**src/phf_pkg.sv**
```systemverilog
// shared types and constants for the ph sensor filter chain
package phf_pkg;

    localparam int unsigned VREF_W  = 23;
    localparam int unsigned FS_W    = 12;
    localparam int unsigned V7_W    = 23;
    localparam int unsigned SLOPE_W = 21;
    localparam int unsigned VOLT_W  = 23;
    localparam int unsigned HUND_W  = 11;
    localparam int unsigned PH_W    = 16;
    localparam int unsigned CFG_IDX_W = 2;
    localparam int unsigned CFG_DATA_W = 24;

    localparam logic [PH_W-1:0] PH_SEVEN = 16'd28672;
    localparam logic [PH_W-1:0] PH_MAX   = 16'd57344;
    localparam logic [VOLT_W-1:0] VOLT_MAX = 23'h7FFFFF;

    typedef enum logic [CFG_IDX_W-1:0] {
        REG_VREF  = 2'd0,
        REG_FS    = 2'd1,
        REG_V7    = 2'd2,
        REG_SLOPE = 2'd3
    } reg_idx_t;

    // one group average handed from front to back
    typedef struct packed {
        logic [15:0] avg;
    } job_t;

    // shared serial divider request
    typedef struct packed {
        logic        start;
        logic [47:0] num;
        logic [33:0] den;
    } div_req_t;

    typedef struct packed {
        logic        done;
        logic [47:0] quo;
    } div_rsp_t;

endpackage

```
**src/phf_ram.sv**
```systemverilog
// generic ram with separate write and read ports and registered read
module phf_ram #(
    parameter int unsigned WIDTH = 16,
    parameter int unsigned DEPTH = 8
) (
    input  logic                     aclk,
    input  logic                     we,
    input  logic [$clog2(DEPTH > 1 ? DEPTH : 2)-1:0] waddr,
    input  logic [WIDTH-1:0]         wdata,
    input  logic [$clog2(DEPTH > 1 ? DEPTH : 2)-1:0] raddr,
    output logic [WIDTH-1:0]         rdata
);
    logic [WIDTH-1:0] mem [DEPTH];

    always_ff @(posedge aclk) begin
        if (we) begin
            mem[waddr] <= wdata;
        end
        rdata <= mem[raddr];
    end
endmodule

```
**src/phf_div.sv**
```systemverilog
// restoring serial divider, one quotient bit per cycle
module phf_div
    import phf_pkg::*;
(
    input  logic     aclk,
    input  logic     aresetn,
    input  div_req_t req,
    output div_rsp_t rsp
);
    logic [47:0] quo_reg, quo_next;
    logic [33:0] den_reg, den_next;
    logic [34:0] rem_reg, rem_next;
    logic [5:0]  cnt_reg, cnt_next;
    logic        busy_reg, busy_next;
    logic        done_reg, done_next;
    logic [34:0] trial;

    always_comb begin
        quo_next  = quo_reg;
        den_next  = den_reg;
        rem_next  = rem_reg;
        cnt_next  = cnt_reg;
        busy_next = busy_reg;
        done_next = 1'b0;
        trial     = {rem_reg[33:0], quo_reg[47]};
        if (req.start) begin
            quo_next  = req.num;
            den_next  = req.den;
            rem_next  = '0;
            cnt_next  = 6'd48;
            busy_next = 1'b1;
        end else if (busy_reg) begin
            if (trial >= {1'b0, den_reg}) begin
                rem_next = trial - {1'b0, den_reg};
                quo_next = {quo_reg[46:0], 1'b1};
            end else begin
                rem_next = trial;
                quo_next = {quo_reg[46:0], 1'b0};
            end
            cnt_next = cnt_reg - 6'd1;
            if (cnt_reg == 6'd1) begin
                busy_next = 1'b0;
                done_next = 1'b1;
            end
        end
    end

    always_ff @(posedge aclk) begin
        if (!aresetn) begin
            busy_reg <= 1'b0;
            done_reg <= 1'b0;
            cnt_reg  <= '0;
        end else begin
            busy_reg <= busy_next;
            done_reg <= done_next;
            cnt_reg  <= cnt_next;
        end
        quo_reg <= quo_next;
        den_reg <= den_next;
        rem_reg <= rem_next;
    end

    assign rsp.done = done_reg;
    assign rsp.quo  = quo_reg;
endmodule

```
**src/phf_front.sv**
```systemverilog
// front end: accumulates samples and queues group averages
module phf_front
    import phf_pkg::*;
#(
    parameter int unsigned SAMPLES_PER_READING = 10,
    parameter int unsigned ADC_BITS = 12
) (
    input  logic                aclk,
    input  logic                aresetn,
    input  logic                s_tvalid,
    output logic                s_tready,
    input  logic [15:0]         s_tdata,
    output logic                job_valid,
    input  logic                job_ready,
    output job_t                job
);
    localparam int unsigned CNT_W = $clog2(SAMPLES_PER_READING + 1);
    localparam logic [CNT_W-1:0] LAST = CNT_W'(SAMPLES_PER_READING - 1);
    // reciprocal of the group size, exact for any 20-bit sum
    localparam logic [25:0] RECIP = 26'(((64'd1 << 25) + 64'(SAMPLES_PER_READING) - 64'd1)
                                        / 64'(SAMPLES_PER_READING));

    logic [19:0]      sum_reg, sum_next;
    logic [CNT_W-1:0] cnt_reg, cnt_next;
    job_t             q_reg [2];
    logic [1:0]       fill_reg, fill_next;
    logic [15:0]      sample;
    logic [19:0]      total;
    logic             push, pop;
    logic             to_head;
    logic [45:0]      quot_prod;
    logic [15:0]      grp_avg;

    assign sample    = s_tdata & 16'((32'd1 << ADC_BITS) - 1);
    assign s_tready  = (fill_reg != 2'd2);
    assign push      = s_tvalid && s_tready && (cnt_reg == LAST);
    assign job_valid = (fill_reg != 2'd0);
    assign pop       = job_valid && job_ready;
    assign job       = q_reg[0];
    assign total     = sum_reg + 20'(sample);
    assign quot_prod = 46'(total) * 46'(RECIP);
    assign grp_avg   = quot_prod[40:25];
    assign to_head   = (fill_reg == 2'd0) || (fill_reg == 2'd1 && pop);

    always_comb begin
        sum_next  = sum_reg;
        cnt_next  = cnt_reg;
        fill_next = fill_reg + {1'b0, push} - {1'b0, pop};
        if (s_tvalid && s_tready) begin
            if (cnt_reg == LAST) begin
                sum_next = '0;
                cnt_next = '0;
            end else begin
                sum_next = total;
                cnt_next = cnt_reg + CNT_W'(1);
            end
        end
    end

    always_ff @(posedge aclk) begin
        if (!aresetn) begin
            sum_reg  <= '0;
            cnt_reg  <= '0;
            fill_reg <= '0;
        end else begin
            sum_reg  <= sum_next;
            cnt_reg  <= cnt_next;
            fill_reg <= fill_next;
        end
        if (push && to_head) begin
            q_reg[0].avg <= grp_avg;
        end else if (pop) begin
            q_reg[0] <= q_reg[1];
        end
        if (push && !to_head) begin
            q_reg[1].avg <= grp_avg;
        end
    end
endmodule

```
**src/phf_back.sv**
```systemverilog
// back end: voltage, ph, median and moving average
module phf_back
    import phf_pkg::*;
#(
    parameter int unsigned MEDIAN_DEPTH = 5,
    parameter int unsigned AVERAGE_DEPTH = 8
) (
    input  logic                aclk,
    input  logic                aresetn,
    input  logic [VREF_W-1:0]   vref_uv,
    input  logic [FS_W-1:0]     adc_full_scale,
    input  logic [V7_W-1:0]     volt_at_ph7_uv,
    input  logic [SLOPE_W-1:0]  slope_uv_per_ph,
    input  logic                job_valid,
    output logic                job_ready,
    input  job_t                job,
    output logic                m_tvalid,
    input  logic                m_tready,
    output logic [39:0]         m_tdata
);
    localparam int unsigned MW = $clog2(MEDIAN_DEPTH > 1 ? MEDIAN_DEPTH : 2);
    localparam int unsigned AW = $clog2(AVERAGE_DEPTH > 1 ? AVERAGE_DEPTH : 2);
    localparam int unsigned NW = $clog2(AVERAGE_DEPTH + 1);
    localparam int unsigned MID = MEDIAN_DEPTH / 2;

    typedef enum logic [3:0] {
        S_IDLE, S_VMUL, S_VDIV, S_PDIV, S_PH, S_MED, S_MEDW,
        S_AREAD, S_AACC, S_HDIV, S_OUT
    } state_t;

    state_t           state_reg;
    logic [39:0]      prod_reg;
    logic [VOLT_W-1:0] volt_reg;
    logic             neg_reg;
    logic [PH_W-1:0]  med_win_reg [MEDIAN_DEPTH];
    logic [MW-1:0]    mpos_reg;
    logic [MW:0]      mi_reg;
    logic [PH_W-1:0]  med_reg;
    logic [AW-1:0]    apos_reg;
    logic             afull_reg;
    logic [NW-1:0]    n_reg;
    logic [NW-1:0]    ai_reg;
    logic [PH_W+NW-1:0] asum_reg;
    logic [HUND_W-1:0] hund_reg;
    logic             rd_pend_reg;
    div_req_t         dreq;
    div_rsp_t         drsp;
    logic [PH_W-1:0]  rdata;
    logic             we;
    logic [PH_W-1:0]  cand;
    logic [VOLT_W:0]  diffp;
    logic [VOLT_W-1:0] absd;
    logic [19:0]      qsat;
    logic [18:0]      p_calc;

    phf_div u_div (.aclk(aclk), .aresetn(aresetn), .req(dreq), .rsp(drsp));

    assign we = (state_reg == S_MEDW);
    phf_ram #(.WIDTH(PH_W), .DEPTH(AVERAGE_DEPTH)) u_avg_ram (
        .aclk(aclk), .we(we), .waddr(apos_reg), .wdata(med_reg),
        .raddr(ai_reg[AW-1:0]), .rdata(rdata)
    );

    assign diffp = {1'b0, volt_reg} - {1'b0, volt_at_ph7_uv};
    assign absd  = diffp[VOLT_W] ? VOLT_W'(-diffp) : diffp[VOLT_W-1:0];
    assign qsat  = (drsp.quo > 48'd65535) ? 20'd65535 : 20'(drsp.quo);
    assign cand  = med_win_reg[mi_reg[MW-1:0]];

    always_comb begin
        dreq = '0;
        if (state_reg == S_VMUL) begin
            dreq.start = 1'b1;
            dreq.num   = 48'(prod_reg);
            dreq.den   = 34'((adc_full_scale == '0) ? FS_W'(1) : adc_full_scale);
        end else if (state_reg == S_PDIV && !rd_pend_reg) begin
            dreq.start = 1'b1;
            dreq.num   = {13'd0, absd, 12'd0};
            dreq.den   = 34'((slope_uv_per_ph == '0) ? SLOPE_W'(1) : slope_uv_per_ph);
        end else if (state_reg == S_HDIV && !rd_pend_reg) begin
            dreq.start = 1'b1;
            dreq.num   = 48'(asum_reg) * 48'd100 + 48'({n_reg, 11'd0});
            dreq.den   = 34'({n_reg, 12'd0});
        end
        if (neg_reg) begin
            p_calc = 19'(PH_SEVEN) + 19'(qsat);
        end else begin
            p_calc = (20'(PH_SEVEN) >= qsat) ? 19'(20'(PH_SEVEN) - qsat) : 19'd0;
        end
    end

    assign job_ready = (state_reg == S_IDLE);
    assign m_tvalid  = (state_reg == S_OUT);
    assign m_tdata   = {6'd0, volt_reg, hund_reg};

    always_ff @(posedge aclk) begin
        if (!aresetn) begin
            state_reg   <= S_IDLE;
            mpos_reg    <= '0;
            apos_reg    <= '0;
            afull_reg   <= 1'b0;
            rd_pend_reg <= 1'b0;
            for (int i = 0; i < MEDIAN_DEPTH; i++) begin
                med_win_reg[i] <= PH_SEVEN;
            end
        end else begin
            case (state_reg)
                S_IDLE: begin
                    if (job_valid) begin
                        state_reg <= S_VMUL;
                        prod_reg  <= 40'(job.avg) * 40'(vref_uv);
                    end
                end
                S_VMUL: begin
                    rd_pend_reg <= 1'b1;
                    state_reg   <= S_VDIV;
                end
                S_VDIV: begin
                    if (drsp.done) begin
                        volt_reg    <= (drsp.quo > 48'(VOLT_MAX)) ? VOLT_MAX
                                                                : VOLT_W'(drsp.quo);
                        rd_pend_reg <= 1'b0;
                        state_reg   <= S_PDIV;
                    end
                end
                S_PDIV: begin
                    neg_reg     <= diffp[VOLT_W];
                    rd_pend_reg <= 1'b1;
                    state_reg   <= S_PH;
                end
                S_PH: begin
                    if (drsp.done) begin
                        rd_pend_reg <= 1'b0;
                        mi_reg      <= '0;
                        state_reg   <= S_MED;
                        med_win_reg[mpos_reg] <= (p_calc > 19'(PH_MAX)) ? PH_MAX
                                                                        : PH_W'(p_calc);
                        mpos_reg <= (mpos_reg == MW'(MEDIAN_DEPTH - 1)) ? '0
                                                                       : mpos_reg + MW'(1);
                    end
                end
                S_MED: begin
                    // rank search: pick candidate with count below <= MID < below+equal
                    begin
                        logic [MW:0] b, e;
                        b = '0;
                        e = '0;
                        for (int k = 0; k < MEDIAN_DEPTH; k++) begin
                            b = b + (MW+1)'(med_win_reg[k] < cand);
                            e = e + (MW+1)'(med_win_reg[k] == cand);
                        end
                        if (b <= (MW+1)'(MID) && (MW+1)'(MID) < b + e) begin
                            med_reg   <= cand;
                            state_reg <= S_MEDW;
                        end else begin
                            mi_reg <= mi_reg + (MW+1)'(1);
                        end
                    end
                end
                S_MEDW: begin
                    apos_reg <= (apos_reg == AW'(AVERAGE_DEPTH - 1)) ? '0
                                                                     : apos_reg + AW'(1);
                    if (apos_reg == AW'(AVERAGE_DEPTH - 1)) begin
                        afull_reg <= 1'b1;
                        n_reg     <= NW'(AVERAGE_DEPTH);
                    end else begin
                        n_reg <= afull_reg ? NW'(AVERAGE_DEPTH) : NW'(apos_reg) + NW'(1);
                    end
                    ai_reg    <= '0;
                    asum_reg  <= '0;
                    state_reg <= S_AREAD;
                end
                S_AREAD: begin
                    state_reg <= S_AACC;
                end
                S_AACC: begin
                    asum_reg <= asum_reg + (PH_W+NW)'(rdata);
                    if (ai_reg + NW'(1) == n_reg) begin
                        state_reg <= S_HDIV;
                    end else begin
                        ai_reg    <= ai_reg + NW'(1);
                        state_reg <= S_AREAD;
                    end
                end
                S_HDIV: begin
                    if (!rd_pend_reg) begin
                        rd_pend_reg <= 1'b1;
                    end else if (drsp.done) begin
                        hund_reg    <= HUND_W'(drsp.quo);
                        rd_pend_reg <= 1'b0;
                        state_reg   <= S_OUT;
                    end
                end
                S_OUT: begin
                    if (m_tready) begin
                        state_reg <= S_IDLE;
                    end
                end
                default: state_reg <= S_IDLE;
            endcase
        end
    end
endmodule

```
**src/ph_sensor_filter_chain_top.sv**
```systemverilog
// top level of the ph sensor filter chain
// Each input transaction carries one converter sample; every SAMPLES_PER_READING-th
// sample closes a group and one result transaction follows with the filtered pH in
// hundredths and the group's voltage in microvolts. Samples are taken every cycle
// while the two-entry group queue has room; each group then goes through the back end
// up to the result, by way of three passes through the shared serial divider (voltage,
// pH, rounding of the average) plus the median rank search and the average window
// read, one read and one accumulate state per entry. Configuration writes are taken
// any time but must only be made while the block is idle.
module ph_sensor_filter_chain_top
    import phf_pkg::*;
#(
    parameter int unsigned MEDIAN_DEPTH = 5,
    parameter int unsigned AVERAGE_DEPTH = 8,
    parameter int unsigned SAMPLES_PER_READING = 10,
    parameter int unsigned ADC_BITS = 12
) (
    input  logic                  aclk,
    input  logic                  aresetn,
    input  logic                  s_tvalid,
    output logic                  s_tready,
    input  logic [15:0]           s_tdata,   // adc_sample
    output logic                  m_tvalid,
    input  logic                  m_tready,
    output logic [39:0]           m_tdata,   // ph_hundredths, voltage_uv
    input  logic                  cfg_valid,
    output logic                  cfg_ready,
    input  logic [CFG_IDX_W-1:0]  cfg_index,
    input  logic [CFG_DATA_W-1:0] cfg_data
);
    logic [VREF_W-1:0]  vref_reg;
    logic [FS_W-1:0]    fs_reg;
    logic [V7_W-1:0]    v7_reg;
    logic [SLOPE_W-1:0] slope_reg;
    logic               job_valid, job_ready;
    job_t               job;

    assign cfg_ready = 1'b1;

    always_ff @(posedge aclk) begin
        if (!aresetn) begin
            vref_reg  <= VREF_W'(3300000);
            fs_reg    <= FS_W'(4095);
            v7_reg    <= V7_W'(2500000);
            slope_reg <= SLOPE_W'(180000);
        end else if (cfg_valid) begin
            case (reg_idx_t'(cfg_index))
                REG_VREF:  vref_reg  <= cfg_data[VREF_W-1:0];
                REG_FS:    fs_reg    <= cfg_data[FS_W-1:0];
                REG_V7:    v7_reg    <= cfg_data[V7_W-1:0];
                REG_SLOPE: slope_reg <= cfg_data[SLOPE_W-1:0];
                default: ;
            endcase
        end
    end

    phf_front #(.SAMPLES_PER_READING(SAMPLES_PER_READING), .ADC_BITS(ADC_BITS)) u_front (
        .aclk(aclk), .aresetn(aresetn), .s_tvalid(s_tvalid), .s_tready(s_tready),
        .s_tdata(s_tdata), .job_valid(job_valid), .job_ready(job_ready), .job(job)
    );

    phf_back #(.MEDIAN_DEPTH(MEDIAN_DEPTH), .AVERAGE_DEPTH(AVERAGE_DEPTH)) u_back (
        .aclk(aclk), .aresetn(aresetn), .vref_uv(vref_reg), .adc_full_scale(fs_reg),
        .volt_at_ph7_uv(v7_reg), .slope_uv_per_ph(slope_reg),
        .job_valid(job_valid), .job_ready(job_ready), .job(job),
        .m_tvalid(m_tvalid), .m_tready(m_tready), .m_tdata(m_tdata)
    );

`ifndef NO_ASSERTIONS
    a_ph_range: assert property (@(posedge aclk) disable iff (!aresetn)
        m_tvalid |-> m_tdata[10:0] <= 11'd1400) else $error("ph out of range");
    a_out_hold: assert property (@(posedge aclk) disable iff (!aresetn)
        m_tvalid && !m_tready |=> m_tvalid) else $error("result dropped");
    a_queue_ready: assert property (@(posedge aclk) disable iff (!aresetn)
        job_valid && job_ready |=> !m_tvalid) else $error("result without work");
`endif
endmodule

```
**config.mk**
```make
export PLATFORM = sky130hd
export DESIGN_NAME = ph_sensor_filter_chain_top
export DESIGN_NICKNAME = d
export VERILOG_FILES = /design/src/phf_pkg.sv /design/src/phf_ram.sv /design/src/phf_div.sv /design/src/phf_front.sv /design/src/phf_back.sv /design/src/ph_sensor_filter_chain_top.sv
export SDC_FILE = /design/constraint.sdc
export NUM_CORES = 2
export LEC_CHECK = 0
export ABC_AREA = 1
export ABC_CLOCK_PERIOD_IN_PS = 16100
export BUFFER_PORTS_ARGS = -buffer_cell sky130_fd_sc_hd__buf_2
export CAP_MARGIN = 20
export CORE_MARGIN = 5
export CORE_UTILIZATION = 70
export CTS_CLUSTER_SIZE = 8
export DETAILED_ROUTE_END_ITERATION = 16
export GPL_TIMING_DRIVEN = 0
export MAX_ROUTING_LAYER = met4
export PLACE_DENSITY_LB_ADDON = 0.05
export SKIP_CTS_REPAIR_TIMING = 1
export SLEW_MARGIN = 0
export SYNTH_ARGS = -nofsm -noshare
export SYNTH_HDL_FRONTEND = slang
export SYNTH_SLANG_ARGS = --single-unit
export TNS_END_PERCENT = 100
```
**constraint.sdc**
```tcl
create_clock -name aclk -period 16.1 [get_ports aclk]
set_input_delay 1.61 -clock aclk [delete_from_list [all_inputs] [get_ports aclk]]
set_output_delay 1.61 -clock aclk [all_outputs]
set_load 0.02 [all_outputs]
```
# Word level (Yosys, flattened, before mapping)

Memories as Yosys holds them, arrays and structs flattened. A register that Yosys moved wholly into a read port is not among the register bits.
Index checks and enable logic that the tools add are counted.

Register bits: 363
Bits in latches: 0
Bits in writable memories: 240
Memory bits (read-only): 0
Output and inout port bits: 43
Logic and storage cells: 217
Memories: 3

Memories:

| name                 | words | width | rd ports | clocked after Yosys merged registers in | write ports | RTL line        | RTL |
|---|---|---|---|---|---|---|---|
| u_back.u_avg_ram.mem | 8     | 16    | 1        | 1                                       | 1           | phf_ram.sv:13   | `logic [WIDTH-1:0] mem [DEPTH];` |
| u_back.med_win_reg   | 5     | 16    | 6        | 1                                       | 5           | phf_back.sv:35  | `logic [PH_W-1:0] med_win_reg [MEDIAN_DEPTH];` |
| u_front.q_reg        | 2     | 16    | 2        | 0                                       | 2           | phf_front.sv:25 | `job_t q_reg [2];` |

Add/subtract/negate cells: 26
Multiply operators: 3
Divide/modulo/power cells: 0
Order comparisons: 12
Equal/unequal tests: 35
Shifts and indexed selects: 0
Muxes and demuxes: 62
Bitwise gates (word level): 3
Reductions and logical operators: 45

Operators by type and width:

| kind                   | count |
|---|---|
| $mux 83                | 3 |
| $mux 48                | 2 |
| $eq 16x16->1           | 5 |
| $lt 16x16->1           | 5 |
| $gt 48x16->1 const B   | 1 |
| $gt 48x23->1 const B   | 1 |
| $mux 16                | 3 |
| $mux 4                 | 12 |
| $pmux 4 s11            | 1 |
| $mux 20                | 2 |
| $pmux 20 s2            | 1 |
| $mul 16x23->39         | 1 |
| $mul 20x20->39 const B | 1 |
| $mux 19                | 2 |
| $ge 35x34->1           | 1 |
| $mux 34                | 1 |
| $sub 34x34->34         | 1 |
| $add 27x15->28         | 1 |
| $mul 20x5->25 const B  | 1 |
| $add 4x1->4            | 6 |
| $sub 23x23->24         | 1 |
| $mux 1                 | 23 |
| $mux 23                | 1 |
| $neg 23->23            | 1 |
| 51 further kinds       | 109 |

# Logic depth before layout (Yosys ltp)

An unclocked memory read counts as a cell.

Depth in word-level cells: 12
Gate-level depth with buffers: 39
Depth with buffers taken out: 39

# Hierarchy

A second synthesis with hierarchy kept.

Cell total of the unflattened synthesis: 7340
Area, all modules: 59743.5 sq um

Modules (own cells, without submodules):

| module                     | instances | cells each | area an instance (sq um) |
|---|---|---|---|
| phf_back                   | 1         | 3953       | 31773.0 |
| phf_front                  | 1         | 1292       | 10921.7 |
| phf_div                    | 1         | 1066       | 7835.0 |
| phf_ram                    | 1         | 587        | 5989.5 |
| ph_sensor_filter_chain_top | 1         | 442        | 3224.3 |

# Least setup slack after synthesis

Ideal clock, no wire load.

Path kind: input to register
From: input s_tdata[0]
To: memory u_front.q_reg[0][10] (netlist name), data pin
Library setup time: 0.253 ns
Data arrival time: 8.063 ns
Required time: 15.847 ns
Setup slack: 7.785 ns
Cell stages on the path: 37
Buffers on the path: 0
Cells stage by stage: ha_1 > fa_1 > nand2_1 > inv_1 > nand4_1 > nand3_1 > nand2_1 > nor3_1 > nor2_1 > o21ai_0 > nand2_1 > nor2_1 > xor2_1 > ha_1 > fa_1 > ha_1 > inv_1 > fa_1 > inv_1 > fa_1 > fa_1 > inv_1 > fa_1 > inv_1 > ha_1 > a21oi_1 > inv_1 > a21oi_1 > o31ai_1 > a21oi_1 > nand2_1 > a21oi_1 > nor2_1 > nor2_1 > xnor2_1 > nand2_1 > nand2_1

RTL lines:

| element            | RTL line                         | RTL |
|---|---|---|
| start: declaration | ph_sensor_filter_chain_top.sv:22 | `input logic [15:0] s_tdata,` |
| end: declaration   | phf_front.sv:25                  |  |

==> impl_metrics.prom <==
# TYPE chip_impl_metric gauge
chip_impl_info{name="run_status",value="complete, no violations"} 1
chip_impl_info{name="rsz0062_at_grt",value="no"} 1
chip_impl_metric{name="dp_hpwl",unit="mm"} 120
chip_impl_metric{name="synth_seq_cells",unit=""} 656
chip_impl_metric{name="drive_above_1_share",unit="%"} 4.86
chip_impl_metric{name="number_of_enable_type_register_cells_in_the_synthesized_netlist",unit=""} 478
chip_impl_metric{name="die-area",unit="mm^2"} 0.0841
chip_impl_metric{name="worstPathMaxFanout",unit=""} 5
chip_impl_info{name="flip_flop_cell_with_the_highest_count_after_synthesis",value="sky130_fd_sc_hd__edfxtp_1"} 1
chip_impl_metric{name="fillers",unit=""} 5556
chip_impl_metric{name="drv_slew",unit=""} 0
chip_impl_metric{name="gp_congestion",unit=""} 0.984
chip_impl_metric{name="core_region_area",unit="mm^2"} 0.0776
chip_impl_info{name="cts_tree",value="built"} 1
chip_impl_info{name="cp-start-kind",value="primary input"} 1
chip_impl_metric{name="die_x",unit="um"} 290
chip_impl_metric{name="vias_per_cell",unit=""} 5.91
chip_impl_metric{name="route.detailed.wl_per_inst",unit="um"} 20.3
chip_impl_metric{name="multi_input_comb_area",unit="mm^2"} 0.0317
chip_impl_metric{name="finalSetupViolCount",unit=""} 0
chip_impl_metric{name="final_worst_path_period_share",unit="%"} 56.3
chip_impl_metric{name="fin_setup_tns",unit="ns"} 0
chip_impl_info{name="timing.critical_path.slowest_stage_cell",value="sky130_fd_sc_hd__fa_1"} 1
chip_impl_metric{name="clock_path_buffers",unit=""} 3
chip_impl_metric{name="gr-usage-met2",unit="%"} 59.2
chip_impl_metric{name="antenna_violating_nets_post_route",unit=""} 0
chip_impl_metric{name="synth.distinct_cells",unit=""} 63
chip_impl_metric{name="route.final.wire_length",unit="mm"} 155
chip_impl_metric{name="port_buffers",unit=""} 76
chip_impl_metric{name="finClkSkew",unit="ns"} 0.0769
chip_impl_metric{name="grt.met3_usage",unit="%"} 7.23
chip_impl_info{name="root_buffer",value="sky130_fd_sc_hd__clkbuf_16"} 1
chip_impl_metric{name="global_route_wire_length_before_repair",unit="mm"} 243
chip_impl_metric{name="floorplan.initialDensity",unit="%"} 70.7
chip_impl_metric{name="yosys_warnings",unit=""} 0
chip_impl_metric{name="globalRoute.totalOverflow",unit=""} 0
chip_impl_metric{name="via_count",unit=""} 45100
chip_impl_metric{name="clk_transition_reported_paths",unit="ns"} 0.05
chip_impl_info{name="top_usage_layer",value="met2"} 1
chip_impl_metric{name="syn-cell-area",unit="mm^2"} 0.0549
chip_impl_metric{name="grt.total_usage",unit="%"} 37.3
chip_impl_metric{name="critPathArrivalTime",unit="ns"} 9.46
chip_impl_metric{name="first_global_vias",unit=""} 45100
chip_impl_metric{name="grt_start_max_net_pins",unit=""} 40
chip_impl_metric{name="starting_drc_count_in_detailed_routing",unit=""} 4476
chip_impl_metric{name="syn_inst",unit=""} 6309
chip_impl_metric{name="yosys.area.top_type_share",unit="%"} 26.1
chip_impl_metric{name="number_of_buffers_created_by_cts",unit=""} 93
chip_impl_metric{name="fin_nets",unit=""} 7548
chip_impl_metric{name="ff_latch_area",unit="mm^2"} 0.0179
chip_impl_metric{name="yosysSeqAreaShare",unit="%"} 32.6
chip_impl_metric{name="max_freq",unit="MHz"} 110
chip_impl_info{name="setup.worst_path.class",value="primary input to flop"} 1
chip_impl_info{name="critPathCaptureType",value="flop"} 1
chip_impl_metric{name="async_reset_ff_share",unit="%"} 0
chip_impl_metric{name="maxCapViolCount",unit=""} 0
chip_impl_metric{name="final_hold_viol_count",unit=""} 0
chip_impl_metric{name="grt_antenna_before_repair",unit=""} 3
chip_impl_metric{name="max_slew_margin",unit="%"} 22.6
chip_impl_metric{name="critical_path.max_stage_delay",unit="ns"} 0.57
chip_impl_info{name="netlist_top_cells_count",value="1,177 x sky130_fd_sc_hd__nand2_1, 1,171 x sky130_fd_sc_hd__inv_1, 585 x sky130_fd_sc_hd__nor2_1"} 1
chip_impl_metric{name="use_met1",unit="%"} 47.4
chip_impl_metric{name="worst_slew_pin_slew",unit="ns"} 1.15
chip_impl_metric{name="fp.dieH",unit="um"} 290
chip_impl_metric{name="flow.area_growth_from_synthesis",unit="%"} 8.89
chip_impl_info{name="synth_top_area_cell",value="sky130_fd_sc_hd__edfxtp_1"} 1
chip_impl_metric{name="cts_max_level",unit=""} 3
chip_impl_info{name="hold_path_class",value="flop to flop"} 1
chip_impl_info{name="synth.area.top_cells",value="sky130_fd_sc_hd__edfxtp_1 26%, sky130_fd_sc_hd__fa_1 16%, sky130_fd_sc_hd__ha_1 12%"} 1
chip_impl_info{name="synth_most_common_cell",value="sky130_fd_sc_hd__nand2_1"} 1
chip_impl_metric{name="floorplan.io_pins",unit=""} 90
chip_impl_metric{name="cp_data_required_time",unit="ns"} 16.49
chip_impl_metric{name="dr.pass1.iters",unit=""} 6
chip_impl_metric{name="syn-mean-instance-area",unit="um^2"} 8.70
chip_impl_metric{name="worstSkewPairLatency",unit="ns"} 0.70
chip_impl_metric{name="placement_rows",unit=""} 102
chip_impl_metric{name="clock_sink_count",unit=""} 656
chip_impl_metric{name="timing.final.crit_period",unit="ns"} 9.07
chip_impl_metric{name="detail_route.drc_violations",unit=""} 0
==> final timing paths <==
check	from	endpoint	slack [ns]	cells past startpoint
hold reg to reg	u_back.u_div.rem_reg[33]$_SDFFE_PN0P_	u_back.u_div.rem_reg[33]$_SDFFE_PN0P_	0.46	2
setup reg to reg	flop	u_back.med_reg[4]$_DFFE_PP_	7.55	34
setup / recovery	s_tdata[0]	u_front.q_reg[0][15]$_DFFE_PP_	7.03	38
hold / removal	u_back.u_div.rem_reg[33]$_SDFFE_PN0P_	u_back.u_div.rem_reg[33]$_SDFFE_PN0P_	0.46	2
==> per-layer routing <==
layer	vias up	wire length (um)
li1	20800	-
met4	0	8420
met1	21300	58900
met5	-	0
met2	2415	71500
met3	534	15700
==> cell usage in the layout, fill, tap and decap left out, types with 8 or more instances in the layout <==
cell type and n:
sky130_fd_sc_hd__a221oi_1 8, sky130_fd_sc_hd__nor2_1 579, sky130_fd_sc_hd__edfxtp_1 478, sky130_fd_sc_hd__o22ai_1 29
sky130_fd_sc_hd__inv_2 11, sky130_fd_sc_hd__buf_2 82, sky130_fd_sc_hd__nor3_2 12, sky130_fd_sc_hd__fa_1 450
sky130_fd_sc_hd__a31oi_1 36, sky130_fd_sc_hd__buf_4 8, sky130_fd_sc_hd__buf_1 15, sky130_fd_sc_hd__xor2_1 95
sky130_fd_sc_hd__o32ai_1 30, sky130_fd_sc_hd__buf_8 8, sky130_fd_sc_hd__a211oi_1 8, sky130_fd_sc_hd__nor4_1 22
sky130_fd_sc_hd__nand3b_1 13, sky130_fd_sc_hd__dfxtp_1 178, sky130_fd_sc_hd__or2_2 8, sky130_fd_sc_hd__o21ai_0 351
sky130_fd_sc_hd__nor2_2 40, sky130_fd_sc_hd__o211ai_1 49, sky130_fd_sc_hd__o2111ai_1 9, sky130_fd_sc_hd__nor3_1 42
sky130_fd_sc_hd__clkbuf_16 94, sky130_fd_sc_hd__buf_6 12, sky130_fd_sc_hd__nand4_1 51, sky130_fd_sc_hd__nand2_1 1177
sky130_fd_sc_hd__o21a_1 14, sky130_fd_sc_hd__o21bai_1 18, sky130_fd_sc_hd__xnor2_1 59, sky130_fd_sc_hd__inv_1 1170
sky130_fd_sc_hd__a22o_1 10, sky130_fd_sc_hd__a21oi_1 329, sky130_fd_sc_hd__a21o_1 18, sky130_fd_sc_hd__ha_1 547
sky130_fd_sc_hd__nand3b_4 10, sky130_fd_sc_hd__nand3_1 171, sky130_fd_sc_hd__clkbuf_1 249, sky130_fd_sc_hd__a21boi_0 8
==> cell type report <==
type                       instances  share of cell area [%]
clock inverter                     9                   0.368
buffer                           216                    1.49
timing repair buffer              95                    1.07
multi-input combinational       4258                    53.1
inverter                        1184                    7.43
sequential                       656                    30.0
tap                             1040                    2.18
antenna                            3                  0.0126
clock buffer                     162                    4.40
==> critical path: cells and delay by family <==
| family | cells | cell delay, ns |
|---|---|---|
| adder cells (fa/ha/maj) | 10 | 4.01 |
| XOR/XNOR | 3 | 0.77 |
| AO/OA/AOI/OAI | 6 | 1.23 |
| AND/OR/NAND/NOR | 12 | 1.18 |
| buffers and inverters | 7 | 0.65 |
==> through the flow <==
stage | hold slack [ns] | util (%) | instances | area (um^2) | setup WS, ns
4_1_cts | 0.441 | 77.0 | 7620 | 59800 | 7.11
3_5_place_dp | 0.450 | 73.4 | 7449 | 56900 | 6.50
5_1_grt | 0.467 | 77.0 | 7623 | 59800 | 6.60
3_3_place_gp | 0.432 | 72.9 | 7430 | 56600 | 6.62
6_report | 0.461 | 77.0 | 7623 | 59800 | 7.03
2_1_floorplan | 0.419 | - | 6314 | 54900 | 7.78
==> cell families after synthesis <==
group / Yosys count / synth area share, %
compound gates: 949 / 9.86
xor+xnor: 155 / 2.49
fa+ha+maj: 997 / 28.9
buf+inv: 1400 / 9.72
flops: 656 / 32.6
other cells: 2 / 0.0137
simple gates: 2150 / 16.4
Power is left out: the tool's default activity adds up to more than one toggle a clock period on the data nets, which glitch-free logic cannot reach.
